`src/rtl/tpcp_pkg.sv`:
```
`timescale 1ns / 1ps
`default_nettype none
// ----------------------------------------------------------------------------
// tpcp_pkg
// Shared constants, codes and types of the ternary prefix code packer.
// ----------------------------------------------------------------------------
package tpcp_pkg;

  localparam int MAX_TRITS    = 32;
  localparam int SYMBOL_COUNT = 256;

  localparam int SYM_W  = 8;
  localparam int IDX_W  = $clog2(SYMBOL_COUNT);
  localparam int LEN_W  = 6;
  localparam int CODE_W = 64;
  localparam int BYTE_W = 8;
  localparam int FILL_W = 3;
  localparam int SH_W   = $clog2(CODE_W + 1);

  localparam logic [1:0] OP_LOAD   = 2'd0;
  localparam logic [1:0] OP_ENCODE = 2'd1;
  localparam logic [1:0] OP_FLUSH  = 2'd2;

  localparam int Q_DEPTH = 2;
  localparam int Q_PTR_W = $clog2(Q_DEPTH);

  // Work handed from the front to the back
  typedef struct packed {
    logic              is_flush;
    logic [LEN_W-1:0]  len;
    logic [CODE_W-1:0] trits;
  } cmd_t;

  // Back status, watched at the top level
  typedef struct packed {
    logic              busy;
    logic [FILL_W-1:0] pending_bits;
  } back_stat_t;

endpackage
`default_nettype wire

```
`src/rtl/tpcp_queue.sv`:
```
`timescale 1ns / 1ps
`default_nettype none
// ----------------------------------------------------------------------------
// tpcp_queue
// Short first-in first-out queue of work between the front and the back.
// ----------------------------------------------------------------------------
module tpcp_queue import tpcp_pkg::*; (
  input  logic clk,
  input  logic rst_n,
  input  logic push_valid,
  output logic push_ready,
  input  cmd_t push_cmd,
  output logic pop_valid,
  input  logic pop_ready,
  output cmd_t pop_cmd
);

  cmd_t               mem_r [Q_DEPTH];
  logic [Q_PTR_W-1:0] wr_ptr_r;
  logic [Q_PTR_W-1:0] rd_ptr_r;
  logic [Q_PTR_W:0]   count_r;
  logic [Q_PTR_W:0]   count_nxt;
  logic               push;
  logic               pop;

  assign push_ready = (count_r != (Q_PTR_W + 1)'(Q_DEPTH));
  assign pop_valid  = (count_r != '0);
  assign pop_cmd    = mem_r[rd_ptr_r];
  assign push       = push_valid && push_ready;
  assign pop        = pop_valid && pop_ready;

  always_comb begin
    count_nxt = count_r;
    if (push && !pop) begin
      count_nxt = count_r + 1'b1;
    end else if (pop && !push) begin
      count_nxt = count_r - 1'b1;
    end
  end

  always_ff @(posedge clk) begin
    if (push) begin
      mem_r[wr_ptr_r] <= push_cmd;
    end
  end

  always_ff @(posedge clk) begin
    if (!rst_n) begin
      wr_ptr_r <= '0;
      rd_ptr_r <= '0;
      count_r  <= '0;
    end else begin
      if (push) begin
        wr_ptr_r <= wr_ptr_r + 1'b1;
      end
      if (pop) begin
        rd_ptr_r <= rd_ptr_r + 1'b1;
      end
      count_r <= count_nxt;
    end
  end

endmodule
`default_nettype wire

```
`config.mk`:
```
export PLATFORM = sky130hd
export DESIGN_NAME = tpcp_queue
export DESIGN_NICKNAME = d
export VERILOG_FILES = /design/src/rtl/tpcp_pkg.sv /design/src/rtl/tpcp_queue.sv
export SDC_FILE = /design/constraint.sdc
export NUM_CORES = 1
export LEC_CHECK = 0
export CAP_MARGIN = 20
export CORE_MARGIN = 1.5
export CORE_UTILIZATION = 46
export CTS_CLUSTER_SIZE = 30
export DETAILED_ROUTE_END_ITERATION = 6
export DONT_BUFFER_PORTS = 1
export PLACE_DENSITY_LB_ADDON = 0.2
export SLEW_MARGIN = 20
export SYNTH_ARGS = -nofsm -noshare
export SYNTH_HDL_FRONTEND = slang
export SYNTH_SLANG_ARGS = --single-unit
```
`constraint.sdc`:
```
create_clock -name clk -period 8.9 [get_ports clk]
set_clock_uncertainty 0.2 [all_clocks]
set_input_delay 0.89 -clock clk [delete_from_list [all_inputs] [get_ports clk]]
set_output_delay 0.89 -clock clk [all_outputs]
set_load 0.02 [all_outputs]
```
==> results_tabular.tex <==
\begin{tabular}{lr}
\hline
Metric & Value \\
\hline
\multicolumn{2}{l}{\textbf{Status}} \\
Outcome & finished clean \\
\multicolumn{2}{l}{\textbf{Setup path}} \\
Data required time of the worst path & 7810 ps \\
Critical path capture point type & output port \\
Slowest cell delay on critical path & roughly 920 ps \\
Maximum net fanout on the critical path & 71 \\
Master of the slowest instance on the critical path & sky130\_fd\_sc\_hd\_\_dfxtp\_4 \\
WP data arrival & 1930 ps \\
Cell breakdown of the critical path & mux2\_2 \\
Largest delay contributor family on the critical path & flip-flops \\
Type of the setup path with the least slack & reg2out \\
Combined buffer and inverter count along the critical path & 0 \\
Worst Setup Start Kind & register \\
\multicolumn{2}{l}{\textbf{CTS}} \\
TritonCTS clock tree & yes \\
Number of levels the H-tree was split into & 4 \\
CTS Buffer Depth & 2 \\
Post-CTS Hold Buffers & 0 \\
\# clock sinks & between 100 and 150 \\
Total of cells resized after clock tree synthesis & 0 \\
Reg clk slew, reported paths & 60 ps \\
Clock latency of the later-clocked register in the worst-skew pair & 410 ps \\
Cell at the root of the clock tree & sky130\_fd\_sc\_hd\_\_clkbuf\_16 \\
TritonCTS buffer count & 17 \\
Post-CTS Repair Setup Buffers & 0 \\
\multicolumn{2}{l}{\textbf{Die}} \\
Die Outline Area & 0.01232 mm2 \\
Y dimension of the die & 111.0 um \\
Ports placed on the boundary & 148 \\
Effective utilization at floorplan & 46.98\% \\
Core Rows & 39 \\
Die extent in x & roughly 110 um \\
Core Footprint & 0.01142 mm2 \\
\multicolumn{2}{l}{\textbf{Logic synthesis}} \\
Combined area of all synthesized cells & 0.005364 mm2 \\
Top cells by area, synth & sky130\_fd\_sc\_hd\_\_edfxtp\_1, sky130\_fd\_sc\_hd\_\_mux2\_2, sky130\_fd\_sc\_hd\_\_dfxtp\_1 \\
Area fraction of the dominant cell type after synthesis & 79.50\% \\
Flip-flop cell with the highest count after synthesis & sky130\_fd\_sc\_hd\_\_edfxtp\_1 \\
Part of the Yosys area used for sequential elements & roughly four fifths \\
Number of flops mapped to enable cells by yosys & 142 \\
Unique cell type count in the Yosys netlist & 20 \\
Post-Syn Instances & 245 \\
Post-synth top area cell & sky130\_fd\_sc\_hd\_\_edfxtp\_1 \\
Post-synth ARST share & 0\% \\
Flop and latch count out of synthesis & 147 \\
Leading cell type by number of instances after synthesis & sky130\_fd\_sc\_hd\_\_edfxtp\_1 \\
Mapped Nets & 321 \\
Yosys warning total & 0 \\
Mean Syn Cell Area & 21.89 um2 \\
Commonest cells post-synth & sky130\_fd\_sc\_hd\_\_edfxtp\_1, sky130\_fd\_sc\_hd\_\_mux2\_2, sky130\_fd\_sc\_hd\_\_buf\_4 \\
\multicolumn{2}{l}{\textbf{Drt}} \\
Average detailed-routed wire length per instance & approximately 21 um \\
Drt total wl & 8.629 mm \\
Remaining number of nets flagged by the antenna check after routing & 0 \\
Overall via count from detail\_route & roughly 2.2k \\
Detailed Routing Iterations Pass 1 & 4 \\
Initial detailed-routing violation count & 106 \\
Total DRC errors in the routed layout & 0 \\
Vias per std cell & 5.308 \\
\multicolumn{2}{l}{\textbf{Power and ir drop}} \\
Power Density & about 330 mW/mm2 \\
VDD IR max & 0.1966 mV \\
Leakage component of the power & roughly 2.0 nW \\
Total power consumption of the routed design & $\sim$2.0 mW \\
\multicolumn{2}{l}{\textbf{Timing}} \\
Slew margin rel. & 33.97\% \\
Final period util & 33.89\% \\
Final hold violations & 0 \\
Post-Route Setup TNS & 0 ps \\
Time the worst path needs with I/O delays and setup & 3017 ps \\
Transition time of the tightest slew-check pin & 990.4 ps \\
Final hold slack & between 300 and 400 ps \\
Setup repair after global routing missed its margin & false \\
Final Max Tran Viols & 0 \\
Final setup violating endpoints & 0 \\
Maximum clock frequency & 331.5 MHz \\
\multicolumn{2}{l}{\textbf{Cells and area}} \\
Fraction of layout instances using a drive strength above 1 & 38.15\% \\
Count of nets after finishing & 333 \\
Layout Area Growth over Synthesis & 13.25\% \\
Antenna cells & 0 \\
Post-layout instance area & 0.006075 mm2 \\
Post-layout utilization of the core & 53.20\% \\
\multicolumn{2}{l}{\textbf{Placement}} \\
Placed Area & roughly 0.0055 mm2 \\
Detail Placement HPWL & 5.105 mm \\
Total of buffers placed on input and output ports & 0 \\
Final GP Congestion & 0.6746 \\
\multicolumn{2}{l}{\textbf{Global route}} \\
Largest net degree at the start of global routing & 72 \\
Antenna violations before repair & 0 \\
Total GRT Usage & between 10 and 15\% \\
First-pass GRT wire length & approximately 13 mm \\
Number of global-route vias before repair & roughly 2.4k \\
GRT overflow & 0 \\
\multicolumn{2}{l}{\textbf{Hold path}} \\
Path type of the worst min-delay path & reg2reg \\
\multicolumn{2}{l}{\textbf{Run}} \\
Reported max-cap violation count & 0 \\
\hline
\end{tabular}
where the power goes:
group / total, mW / leakage (nW) / internal, mW / switching (mW)
clock network: 0.685 / 0.278 / 0.433 / 0.253
registers: 0.934 / 1.37 / 0.867 / 0.0661
logic: 0.376 / 0.324 / 0.136 / 0.240
layer usage:
layer / track usage, % / up-vias / share of wire [%]
met3: 8.365 / 17 / 11
met1: 16.97 / 1088 / 38
li1: - / 990 / -
met4: 8.547 / 0 / 2.6
met5: 0 / - / 0
met2: 22.39 / 97 / 48
cell families (layout without fill, tap and decap cells):
| group | Yosys count | count (layout) | share of synthesized area, % |
|---|---|---|---|
| simple gates | 9 | 9 | 1.213 |
| fa+ha+maj | 1 | 1 | 0.2332 |
| flops | 147 | 147 | 81.36 |
| mux | 71 | 71 | 14.91 |
| buf+inv | 9 | 34 | 1.143 |
| compound gates | 5 | 5 | 0.6531 |
| xor+xnor | 3 | 3 | 0.4899 |
worst register-to-register path, stage by stage, from the launching register on:
cell and delay, ps:
sky130_fd_sc_hd__dfxtp_1 420, sky130_fd_sc_hd__nand2b_4 230, sky130_fd_sc_hd__nand3b_1 120, sky130_fd_sc_hd__inv_2 390
sky130_fd_sc_hd__buf_4 640
cell usage in the layout (no fill, tap or decap), drive strengths merged, types with 2 or more instances in the layout:
cell type and count:
bufinv 3, o21ai 2, dfxtp 5, xnor2 2, and2 4, mux2 71, clkbuf 18, a21boi 2
clkinv 10, edfxtp 142
stage by stage:
stage / setup WS, ps / std cells
finish: 5883 / 413
global route: 5751 / 413
CTS: 5822 / 413
detailed placement: 6192 / 381
global placement: 6236 / 381
floorplan: 5661 / 245
final cells by class:
type                       count  area (um2)
sequential                   147        4368
clock buffer                  18       429.2
timing repair buffer           1       7.507
multi-input combinational     89       943.4
inverter                       1       3.754
tap                          143       178.9
fill                         920        5344
clock inverter                14       143.9
final timing paths:
check	to	slack, ps	depth (start not counted)	start
max	pop_cmd[44]	5880	1	register
min	count_r[1]	370	2	count_r[1]
max reg2reg	mem_r[0][0]	6470	4	count_r[0]
min reg2reg	count_r[1]	370	2	count_r[1]
registers in the layout (all words and copies together), names as in the netlist, named ones only:
register  flops
wr_ptr_r      1
count_r       2
mem_r       142
rd_ptr_r      1
Power figures use the tool's default switching activity.
