$ cat src/rtl/tpcp_pkg.sv
`timescale 1ns / 1ps
`default_nettype none
// ----------------------------------------------------------------------------
// tpcp_pkg
// Shared constants, codes and types of the ternary prefix code packer.
// ----------------------------------------------------------------------------
package tpcp_pkg;

  localparam int MAX_TRITS    = 32;
  localparam int SYMBOL_COUNT = 256;

  localparam int SYM_W  = 8;
  localparam int IDX_W  = $clog2(SYMBOL_COUNT);
  localparam int LEN_W  = 6;
  localparam int CODE_W = 64;
  localparam int BYTE_W = 8;
  localparam int FILL_W = 3;
  localparam int SH_W   = $clog2(CODE_W + 1);

  localparam logic [1:0] OP_LOAD   = 2'd0;
  localparam logic [1:0] OP_ENCODE = 2'd1;
  localparam logic [1:0] OP_FLUSH  = 2'd2;

  localparam int Q_DEPTH = 2;
  localparam int Q_PTR_W = $clog2(Q_DEPTH);

  // Work handed from the front to the back
  typedef struct packed {
    logic              is_flush;
    logic [LEN_W-1:0]  len;
    logic [CODE_W-1:0] trits;
  } cmd_t;

  // Back status, watched at the top level
  typedef struct packed {
    logic              busy;
    logic [FILL_W-1:0] pending_bits;
  } back_stat_t;

endpackage
`default_nettype wire

$ cat src/rtl/tpcp_if.sv
`timescale 1ns / 1ps
`default_nettype none


interface tpcp_out_if import tpcp_pkg::*; ();
  logic              valid;
  logic              ready;
  logic [BYTE_W-1:0] packed_byte;
  logic              last_of_run;

  modport source (output valid, packed_byte, last_of_run, input ready);
  modport sink   (input valid, packed_byte, last_of_run, output ready);
endinterface
`default_nettype wire

$ cat src/rtl/tpcp_back.sv
`timescale 1ns / 1ps
`default_nettype none
// ----------------------------------------------------------------------------
// tpcp_back
// Packs trits into bytes, one per cycle when not stalled, and handles flushes.
// ----------------------------------------------------------------------------
module tpcp_back import tpcp_pkg::*; (
  input  logic        clk,
  input  logic        rst_n,
  input  logic        pop_valid,
  output logic        pop_ready,
  input  cmd_t        pop_cmd,
  tpcp_out_if.source  out_ch,
  output back_stat_t  stat
);

  logic              busy_r,      busy_nxt;
  logic              flush_r;
  logic [LEN_W-1:0]  rem_r,       rem_nxt;
  logic [CODE_W-1:0] trits_r,     trits_nxt;
  logic [BYTE_W-1:0] pend_byte_r, pend_byte_nxt;
  logic [FILL_W-1:0] pend_bits_r, pend_bits_nxt;
  logic              out_valid_r, out_valid_nxt;
  logic [BYTE_W-1:0] out_byte_r,  out_byte_nxt;
  logic              out_last_r,  out_last_nxt;

  logic              out_free;
  logic              step_en;
  logic              step_done;
  logic              pop;
  logic              full;
  logic [2:0]        need;
  logic [2:0]        take;
  logic [BYTE_W-1:0] stream;
  logic [BYTE_W-1:0] mask;
  logic [BYTE_W-1:0] merged;
  logic [LEN_W-1:0]  rem_after;
  logic [SH_W-1:0]   align_sh;

  assign out_free = !out_valid_r || out_ch.ready;
  assign step_en  = busy_r && out_free;

  // Trits still wanted to complete the pending byte: one to four
  assign need = 3'((4'd8 - {1'b0, pend_bits_r}) >> 1);
  assign full = (rem_r >= LEN_W'(need));
  assign take = full ? need : rem_r[2:0];
  assign rem_after = rem_r - LEN_W'(take);

  // Next four trits, first sent in the low bits, low bit of each trit first
  always_comb begin
    for (int i = 0; i < 4; i++) begin
      stream[2*i +: 2] = trits_r[CODE_W-1-2*i -: 2];
    end
  end

  assign mask   = BYTE_W'((9'd1 << {take, 1'b0}) - 9'd1);
  assign merged = pend_byte_r | BYTE_W'({8'h00, stream & mask} << pend_bits_r);

  assign step_done = flush_r || !full || (rem_after == '0);
  assign pop_ready = !busy_r || (step_en && step_done);
  assign pop       = pop_valid && pop_ready;
  // Left-align the code so its top trit sits in the top two bits
  assign align_sh  = SH_W'(CODE_W) - SH_W'({pop_cmd.len, 1'b0});

  always_comb begin
    busy_nxt      = busy_r;
    rem_nxt       = rem_r;
    trits_nxt     = trits_r;
    pend_byte_nxt = pend_byte_r;
    pend_bits_nxt = pend_bits_r;
    out_valid_nxt = out_valid_r && !out_ch.ready;
    out_byte_nxt  = out_byte_r;
    out_last_nxt  = out_last_r;

    if (step_en) begin
      if (flush_r) begin
        if (pend_bits_r != '0) begin
          out_valid_nxt = 1'b1;
          out_byte_nxt  = pend_byte_r;
          out_last_nxt  = 1'b1;
        end
        pend_byte_nxt = '0;
        pend_bits_nxt = '0;
      end else if (full) begin
        out_valid_nxt = 1'b1;
        out_byte_nxt  = merged;
        // Fewer than four trits left cannot fill another byte
        out_last_nxt  = (rem_after < LEN_W'(4));
        pend_byte_nxt = '0;
        pend_bits_nxt = '0;
      end else begin
        pend_byte_nxt = merged;
        pend_bits_nxt = pend_bits_r + FILL_W'({take, 1'b0});
      end
      rem_nxt   = rem_after;
      trits_nxt = trits_r << {take, 1'b0};
      busy_nxt  = !step_done;
    end

    if (pop) begin
      busy_nxt  = 1'b1;
      rem_nxt   = pop_cmd.len;
      trits_nxt = pop_cmd.trits << align_sh;
    end
  end

  always_ff @(posedge clk) begin
    rem_r      <= rem_nxt;
    trits_r    <= trits_nxt;
    out_byte_r <= out_byte_nxt;
    out_last_r <= out_last_nxt;
    if (pop) begin
      flush_r <= pop_cmd.is_flush;
    end
  end

  always_ff @(posedge clk) begin
    if (!rst_n) begin
      busy_r      <= 1'b0;
      pend_byte_r <= '0;
      pend_bits_r <= '0;
      out_valid_r <= 1'b0;
    end else begin
      busy_r      <= busy_nxt;
      pend_byte_r <= pend_byte_nxt;
      pend_bits_r <= pend_bits_nxt;
      out_valid_r <= out_valid_nxt;
    end
  end

  assign out_ch.valid       = out_valid_r;
  assign out_ch.packed_byte = out_byte_r;
  assign out_ch.last_of_run = out_last_r;

  assign stat.busy         = busy_r;
  assign stat.pending_bits = pend_bits_r;

endmodule
`default_nettype wire

$ cat src/flat_wrapper.sv
// flat-port wrapper written by rule: the top's interface ports become plain ports
module tpcp_back_flat import tpcp_pkg::*;
  (clk, rst_n, pop_valid, pop_ready, pop_cmd, stat, out_ch_valid, out_ch_packed_byte, out_ch_last_of_run, out_ch_ready);
  tpcp_out_if out_ch_i ();
  input  logic clk;
  input  logic rst_n;
  input  logic pop_valid;
  output logic pop_ready;
  input  cmd_t pop_cmd;
  output back_stat_t stat;
  output wire logic [$bits(out_ch_i.valid)-1:0] out_ch_valid;
  output wire logic [$bits(out_ch_i.packed_byte)-1:0] out_ch_packed_byte;
  output wire logic [$bits(out_ch_i.last_of_run)-1:0] out_ch_last_of_run;
  input wire logic [$bits(out_ch_i.ready)-1:0] out_ch_ready;
  assign out_ch_valid = out_ch_i.valid;
  assign out_ch_packed_byte = out_ch_i.packed_byte;
  assign out_ch_last_of_run = out_ch_i.last_of_run;
  assign out_ch_i.ready = out_ch_ready;
  tpcp_back u_core (.clk(clk), .rst_n(rst_n), .pop_valid(pop_valid), .pop_ready(pop_ready), .pop_cmd(pop_cmd), .out_ch(out_ch_i), .stat(stat));
endmodule
$ cat config.mk
export PLATFORM = sky130hd
export DESIGN_NAME = tpcp_back_flat
export DESIGN_NICKNAME = d
export VERILOG_FILES = /design/src/rtl/tpcp_pkg.sv /design/src/rtl/tpcp_if.sv /design/src/rtl/tpcp_back.sv /design/src/flat_wrapper.sv
export SDC_FILE = /design/constraint.sdc
export NUM_CORES = 1
export LEC_CHECK = 0
export BUFFER_PORTS_ARGS = -buffer_cell sky130_fd_sc_hd__buf_2
export CAP_MARGIN = 0
export CORE_MARGIN = 2
export CORE_UTILIZATION = 55
export DETAILED_ROUTE_END_ITERATION = 6
export PLACE_DENSITY = 0.75
export SYNTH_ARGS = -nofsm -noshare
export SYNTH_HDL_FRONTEND = slang
export SYNTH_SLANG_ARGS = --single-unit
$ cat constraint.sdc
create_clock -name clk -period 15.4 [get_ports clk]
set_input_delay 1.54 -clock clk [delete_from_list [all_inputs] [get_ports clk]]
set_output_delay 1.54 -clock clk [all_outputs]
set_load 0.02 [all_outputs]
==> results by group, run 1 <==
STA
  – Fmax: 0.138 GHz
  – Worst Skew: 0.00799 ns
  – Final Critical Period: 7.25 ns
  – Final Hold Vio Count: 0
  – Slew headroom: 33.3%
  – RSZ-0062 raised after global routing: false
  – Final setup vio count: 0
  – WHS: 0.473 ns
  – Final Slew Violations: 0
  – Setup TNS: 0 ns
  – Fin crit share: 47.1%
  – Worst Tran Pin Value: 0.991 ns

Floorplanning
  – Die width: 145 um
  – Die ar.: 21100 um2
  – Placeable Area: 19500 um2
  – Std cell rows: 51
  – Die Height: 145 um
  – Num ports: 90
  – Initial Util: 56.2%

Logic synthesis
  – Post-synth EDFFs: 80
  – Synth top area share: 21.9%
  – Synth Area per Inst: 7.96 um2
  – Top cell type by total area after synthesis: edfxtp_1
  – Post-Syn Area: 11000 um2
  – Synth top area cells: edfxtp_1 (22%), mux2i_1 (13%), nand2_1 (12%)
  – Yosys cell types: 63
  – Post-Syn Instances: 1379
  – #FFs+latches synth: 92
  – Syn Nets: 1463
  – Register area share after synthesis: 24.1%
  – Synth Flop Type: edfxtp_1
  – Synth warn: 0
  – Asr flop ratio synth: 0%

Job
  – MaxCap Viol Count: 0

Worst hold path
  – Hold WC Path Type: flop to flop
  – Hold_sp: u_core.pend_byte_r[7]$_SDFFE_PN0P_
  – Hold EP: u_core.pend_byte_r[7]$_SDFFE_PN0P_
  – Worst hold path depth: 2

Power
  – Pwr Density: 112 nW/um2
  – Sequential share of power: 30.8%
  – Sw frac: 44.5%
  – Clock share of power: 18.7%
  – Cell-internal power: 732 uW
  – Sw power: 586 uW
  – Peak supply drop: 0.0745 mV
  – Gate power share: 50.5%
  – Leakage power: 0.00487 uW

Clocking
  – Total CTS buffers: 9
  – Post-cts sizing count: 0
  – Root Driver: clkbuf_16
  – Latest clock arrival within the worst-skew pair: 0.35 ns
  – Post-CTS Setup Bufs: 0
  – Post-CTS Hold Buffers: 0
  – Clk sink count: 92
  – H-tree Lvls: 3
  – CTS tree: done
  – Clk buf depth: 2
  – Clock transition at path regs: 0.07 ns

Detailed routing
  – Starting DRT DRC Count: 1408
  – Routed vias/inst: 6.85
  – Vias: 11200
  – Wirelength per Cell: 20.7 um
  – Detail Route Antenna Nets: 0
  – 1st-pass router iterations: 6
  – Detailed-route DRC error count: 0
  – WL final: 33900 um

Cells and area
  – N_diodes: 0
  – Most common cell after layout, fill and taps aside: nand2_1
  – Most frequent cells in the layout: nand2_1 (353), mux2i_1 (148), nor3_1 (97)
  – Area growth, synth to finish: 7.30%
  – Layout cell share with drive strength beyond 1: 15.1%
  – Final #Nets: 1451

Critical path
  – Startpoint Class: flop
  – Crit Path Class: flop to output port
  – Reg2Reg Depth: 21
  – Crit path max fanout: 65
  – CP Data Arrival Time: 5.71 ns
  – CP Capture Type: output port
  – Flop2flop setup slack: 8.26 ns
  – Worst path required time: 13.86 ns
  – FF-to-FF Start: u_core.pend_bits_r[1]$_SDFFE_PN0P_
  – Reg-to-Reg End: u_core.trits_r[5]$_DFFE_PP_

Placed design
  – Port buffer count: 88
  – Detail Placement HPWL: 23400 um
  – Routability cong.: 0.964

Global routing
  – First-pass GRT wire length: 53900 um
  – All-Layer GR Usage: 31.1%
  – Initial antenna violation count: 0
  – Largest net degree at the start of global routing: 72
  – GR Overflow Total: 0
  – Vias in the first global route: 9898

Status
  – Status: finished clean
state kept, by name, summed over array words and instances (netlist names):
name / flops
u_core.busy_r: 1
u_core.flush_r: 1
u_core.out_ch.last_of_run: 1
u_core.out_ch.packed_byte: 8
u_core.out_ch.valid: 1
u_core.pend_bits_r: 2
u_core.pend_byte_r: 8
u_core.rem_r: 6
u_core.trits_r: 64
critical path, cell delays in order (launching register included):
cell,delay [ns]
dfxtp_2,0.33
inv_2,0.04
buf_4,0.57
ha_1,0.25
inv_1,0.05
ha_1,0.19
or4_1,0.56
a21oi_4,0.17
nand2_1,0.48
a21oi_1,0.60
inv_1,0.26
ha_1,0.30
inv_1,0.08
ha_1,0.18
nor2_1,0.07
xnor2_1,0.16
a2111oi_0,0.64
a21oi_1,0.18
inv_1,0.08
buf_2,0.15
kinds of logic (layout without fill, tap and decap cells):
logic type / Yosys count / after routing / synth area share [%]
flip-flops: 92 / 92 / 24.1
other: 1 / 1 / 0.0341
multiplexers: 210 / 210 / 25.3
XOR/XNOR: 14 / 14 / 1.12
AND/OR/NAND/NOR: 583 / 583 / 22.5
adder cells (fa/ha/maj): 11 / 11 / 1.21
buffers and inverters: 153 / 146 / 5.99
AO/OA/AOI/OAI: 315 / 315 / 19.8
worst max-delay path by stage:
stage                                             startpoint  slack [ns]                      endpoint  cells past startpoint
final                     u_core.pend_bits_r[1]$_SDFFE_PN0P_        8.15                     pop_ready                     19
after global routing      u_core.pend_bits_r[1]$_SDFFE_PN0P_        7.99                     pop_ready                     19
after CTS                 u_core.pend_bits_r[1]$_SDFFE_PN0P_        8.34                     pop_ready                     19
after detailed placement  u_core.pend_bits_r[1]$_SDFFE_PN0P_        8.49  u_core.trits_r[17]$_DFFE_PP_                     21
after global placement    u_core.pend_bits_r[1]$_SDFFE_PN0P_        8.67  u_core.trits_r[17]$_DFFE_PP_                     21
after floorplan           u_core.pend_bits_r[1]$_SDFFE_PN0P_        9.09     u_core.rem_r[0]$_DFFE_PP_                     23
through the flow:
stage                     total power (uW)  utilization, %  cell area (um2)  instances  setup slack [ns]
after floorplan                        879               -            11000       1379              9.09
after global placement                1040            58.7            11500       1621              8.67
after detailed placement              1050            58.7            11500       1621              8.49
after CTS                             1300            60.4            11800       1637              8.34
after global routing                  1390            60.4            11800       1637              7.99
final                                 1320            60.4            11800       1637              8.15
cells in the mapped netlist, types with 22 or more instances:
cell and number:
a211oi_1 62, a21oi_1 67, a22oi_1 63, a32oi_1 22
buf_1 24, clkbuf_1 96, edfxtp_1 80, mux2i_1 148
mux4_2 53, nand2_1 355, nand3_1 26, nor2_1 59
nor3_1 97, o21ai_0 27
cell type report:
type / instances / area (um2)
flip-flops and latches: 92 / 2640
clock inverters: 5 / 53.8
clock buffers: 11 / 275
well taps: 265 / 332
repair buffers: 111 / 616
fillers: 1757 / 7740
multi-input cells: 1134 / 7790
inverters: 19 / 71.3
layer usage:
metal,wire length [um],share of wire (%),global-route usage (%),vias to the layer above
met5,0,0,0,-
met4,821,2.4,7.55,0
met3,3770,11,4.06,68
met2,14900,44,48.3,748
met1,14400,42,46.2,5262
li1,-,-,-,5137
power groups by stage:
| stage | logic [uW] | registers, uW | clock network, uW |
|---|---|---|---|
| after floorplan | 493 | 386 | 0 |
| after global routing | 721 | 410 | 256 |
| final | 666 | 405 | 247 |
| after detailed placement | 645 | 407 | 0 |
| after global placement | 634 | 406 | 0 |
| after CTS | 648 | 402 | 247 |
(Power assumes the default switching activity.)
==> run 2, diff against run 1 <==
Clock period 15.4 ns to 7.38 ns, I/O delays scaled along.
==> results by group, run 2 (synthesis gave the netlist of run 1 again) <==
Status
  – Status: finished, violations left
  – Violated checks: design-rule violations

Cells and area
  – Final #Nets: 1453
  – Most common cell after layout, fill and taps aside: nand2_1
  – Reg area: 2640 um2
  – Area growth, synth to finish: 7.38%
  – Final core utilization: 60.4%
  – Most frequent cells in the layout: nand2_1 (353), mux2i_1 (148), nor3_1 (97)
  – N_diodes: 0
  – Register with the most flip-flops: u_core.trits_r
  – Layout cell share with drive strength beyond 1: 15.1%
  – Max reg flops: 64
  – Layout fillers: 1775
  – Multi-input logic area: 7790 um2

Detailed routing
  – Wirelength per Cell: 20.7 um
  – WL final: 33900 um
  – Detailed-route DRC error count: 5
  – Vias: 11200
  – Detail Route Antenna Nets: 0
  – Routed vias/inst: 6.83
  – 1st-pass router iterations: 7
  – Starting DRT DRC Count: 1444

STA
  – Slew headroom: 28.7%
  – Final worst setup slack: 1.50 ns
  – RSZ-0062 raised after global routing: false
  – Final Critical Period: 5.88 ns
  – Worst Tran Pin Value: 1.07 ns
  – WHS: 0.476 ns
  – Fin crit share: 79.7%
  – Setup TNS: 0 ns
  – Final setup vio count: 0
  – Fmax: 0.170 GHz
  – Worst Skew: 0.00688 ns
  – Final Hold Vio Count: 0
  – Final Slew Violations: 0

Placed design
  – Detail Placement HPWL: 23300 um
  – Port buffer count: 88
  – Routability cong.: 0.951
  – Place WS: 1.62 ns

Clocking
  – H-tree Lvls: 3
  – Root Driver: clkbuf_16
  – Clk buf depth: 2
  – Clk sink count: 92
  – Post-cts sizing count: 0
  – Total CTS buffers: 9
  – Clock transition at path regs: 0.07 ns
  – Post-CTS Setup Bufs: 0
  – Post-CTS Hold Buffers: 0
  – Latest clock arrival within the worst-skew pair: 0.35 ns
  – CTS tree: done

Global routing
  – Vias in the first global route: 10200
  – First-pass GRT wire length: 54700 um
  – Largest net degree at the start of global routing: 72
  – Initial antenna violation count: 0
  – GR Overflow Total: 0
  – All-Layer GR Usage: 31.4%

Power
  – Pwr Density: 230 nW/um2
  – Total Power: 2710 uW
  – Peak supply drop: 0.139 mV
  – Leakage power: 0.00487 uW

Floorplanning
  – Num ports: 90
  – Placeable Area: 19500 um2
  – Std cell rows: 51
  – Die Height: 145 um
  – Die width: 145 um
  – Initial Util: 56.2%
  – Die ar.: 21100 um2

Critical path
  – Crit-path slowest cell: buf_4
  – Stages on the worst setup path: 21
  – CP cell instances: clkinv_1, ha_1, inv_1, ha_1, or4_1, a21o_2, nor3_1, a21oi_1, buf_4, inv_1, ha_1, inv_1, ha_1, nor2_1, o21ai_0, a31oi_1, and4b_1, o31ai_4, buf_4, buf_4, mux2i_1
  – Cell family with most CP delay: buffers and inverters
  – Most frequent CP cell: ha_1
  – Startpoint Class: flop
  – Worst path required time: 7.44 ns
  – Crit path max fanout: 40
  – Reg2Reg Depth: 21
  – CP max stage delay: 0.66 ns
  – CP Capture Type: flop
  – Buf/Inv on CP: 7
  – CP Data Arrival Time: 5.94 ns
  – Crit Path Class: flop to flop

Job
  – MaxCap Viol Count: 0

Worst hold path
  – Hold WC Path Type: flop to flop
  – Worst hold path depth: 2
## run 2: cell count changes in the layout (fill, tap and decap cells not counted)
| cell | change |
|---|---|
| inv_6 | -1 |
| clkinv_2 | -2 |
| clkbuf_16 | -1 |
| clkinv_4 | +1 |
| inv_4 | +2 |
| buf_12 | +1 |
| clkbuf_1 | +1 |
| buf_4 | +1 |
## run 2: power breakdown
part	leakage [uW]	switching, uW	internal [uW]
clock	0.000155	204	284
sequential	0.000915	120	719
combinational	0.00380	878	508
total	0.00487	1200	1510
## run 2: metrics by stage
stage	cell area, um2	instances
after floorplan	11000	1379
after global placement	11500	1623
after detailed placement	11500	1623
after CTS	11800	1639
after global routing	11800	1639
final	11800	1639
## run 2: final cells by class
type	instances	area share, %
multi-input combinational	1134	66.1
timing repair buffer	113	5.45
clock buffer	11	2.15
sequential	92	22.4
clock inverter	5	0.477
tap	265	2.81
inverter	19	0.605
## run 2: tightest hold or removal path, delay by kind of cell (launching register included)
family          cells  cell delay (ns)
compound gates      1             0.07
simple gates        1             0.05
flops               1             0.31
## run 2: final timing paths
path | from | end | slack (ns)
setup / recovery | u_core.pend_bits_r[2]$_SDFFE_PN0P_ | u_core.trits_r[61]$_DFFE_PP_ | 1.50
hold / removal | u_core.pend_byte_r[0]$_SDFFE_PN0P_ | u_core.pend_byte_r[0]$_SDFFE_PN0P_ | 0.48
setup reg to reg | u_core.pend_bits_r[2]$_SDFFE_PN0P_ | u_core.trits_r[61]$_DFFE_PP_ | 1.50
hold reg to reg | u_core.pend_byte_r[0]$_SDFFE_PN0P_ | u_core.pend_byte_r[0]$_SDFFE_PN0P_ | 0.48
## run 2: routing by layer
| layer | global-route usage (%) | up-vias | routed length (um) |
|---|---|---|---|
| met5 | 0 | - | 0 |
| met4 | 8.24 | 0 | 871 |
| met3 | 5.19 | 87 | 3630 |
| met2 | 50.0 | 710 | 15400 |
| met1 | 44.7 | 5264 | 14000 |
| li1 | - | 5134 | - |
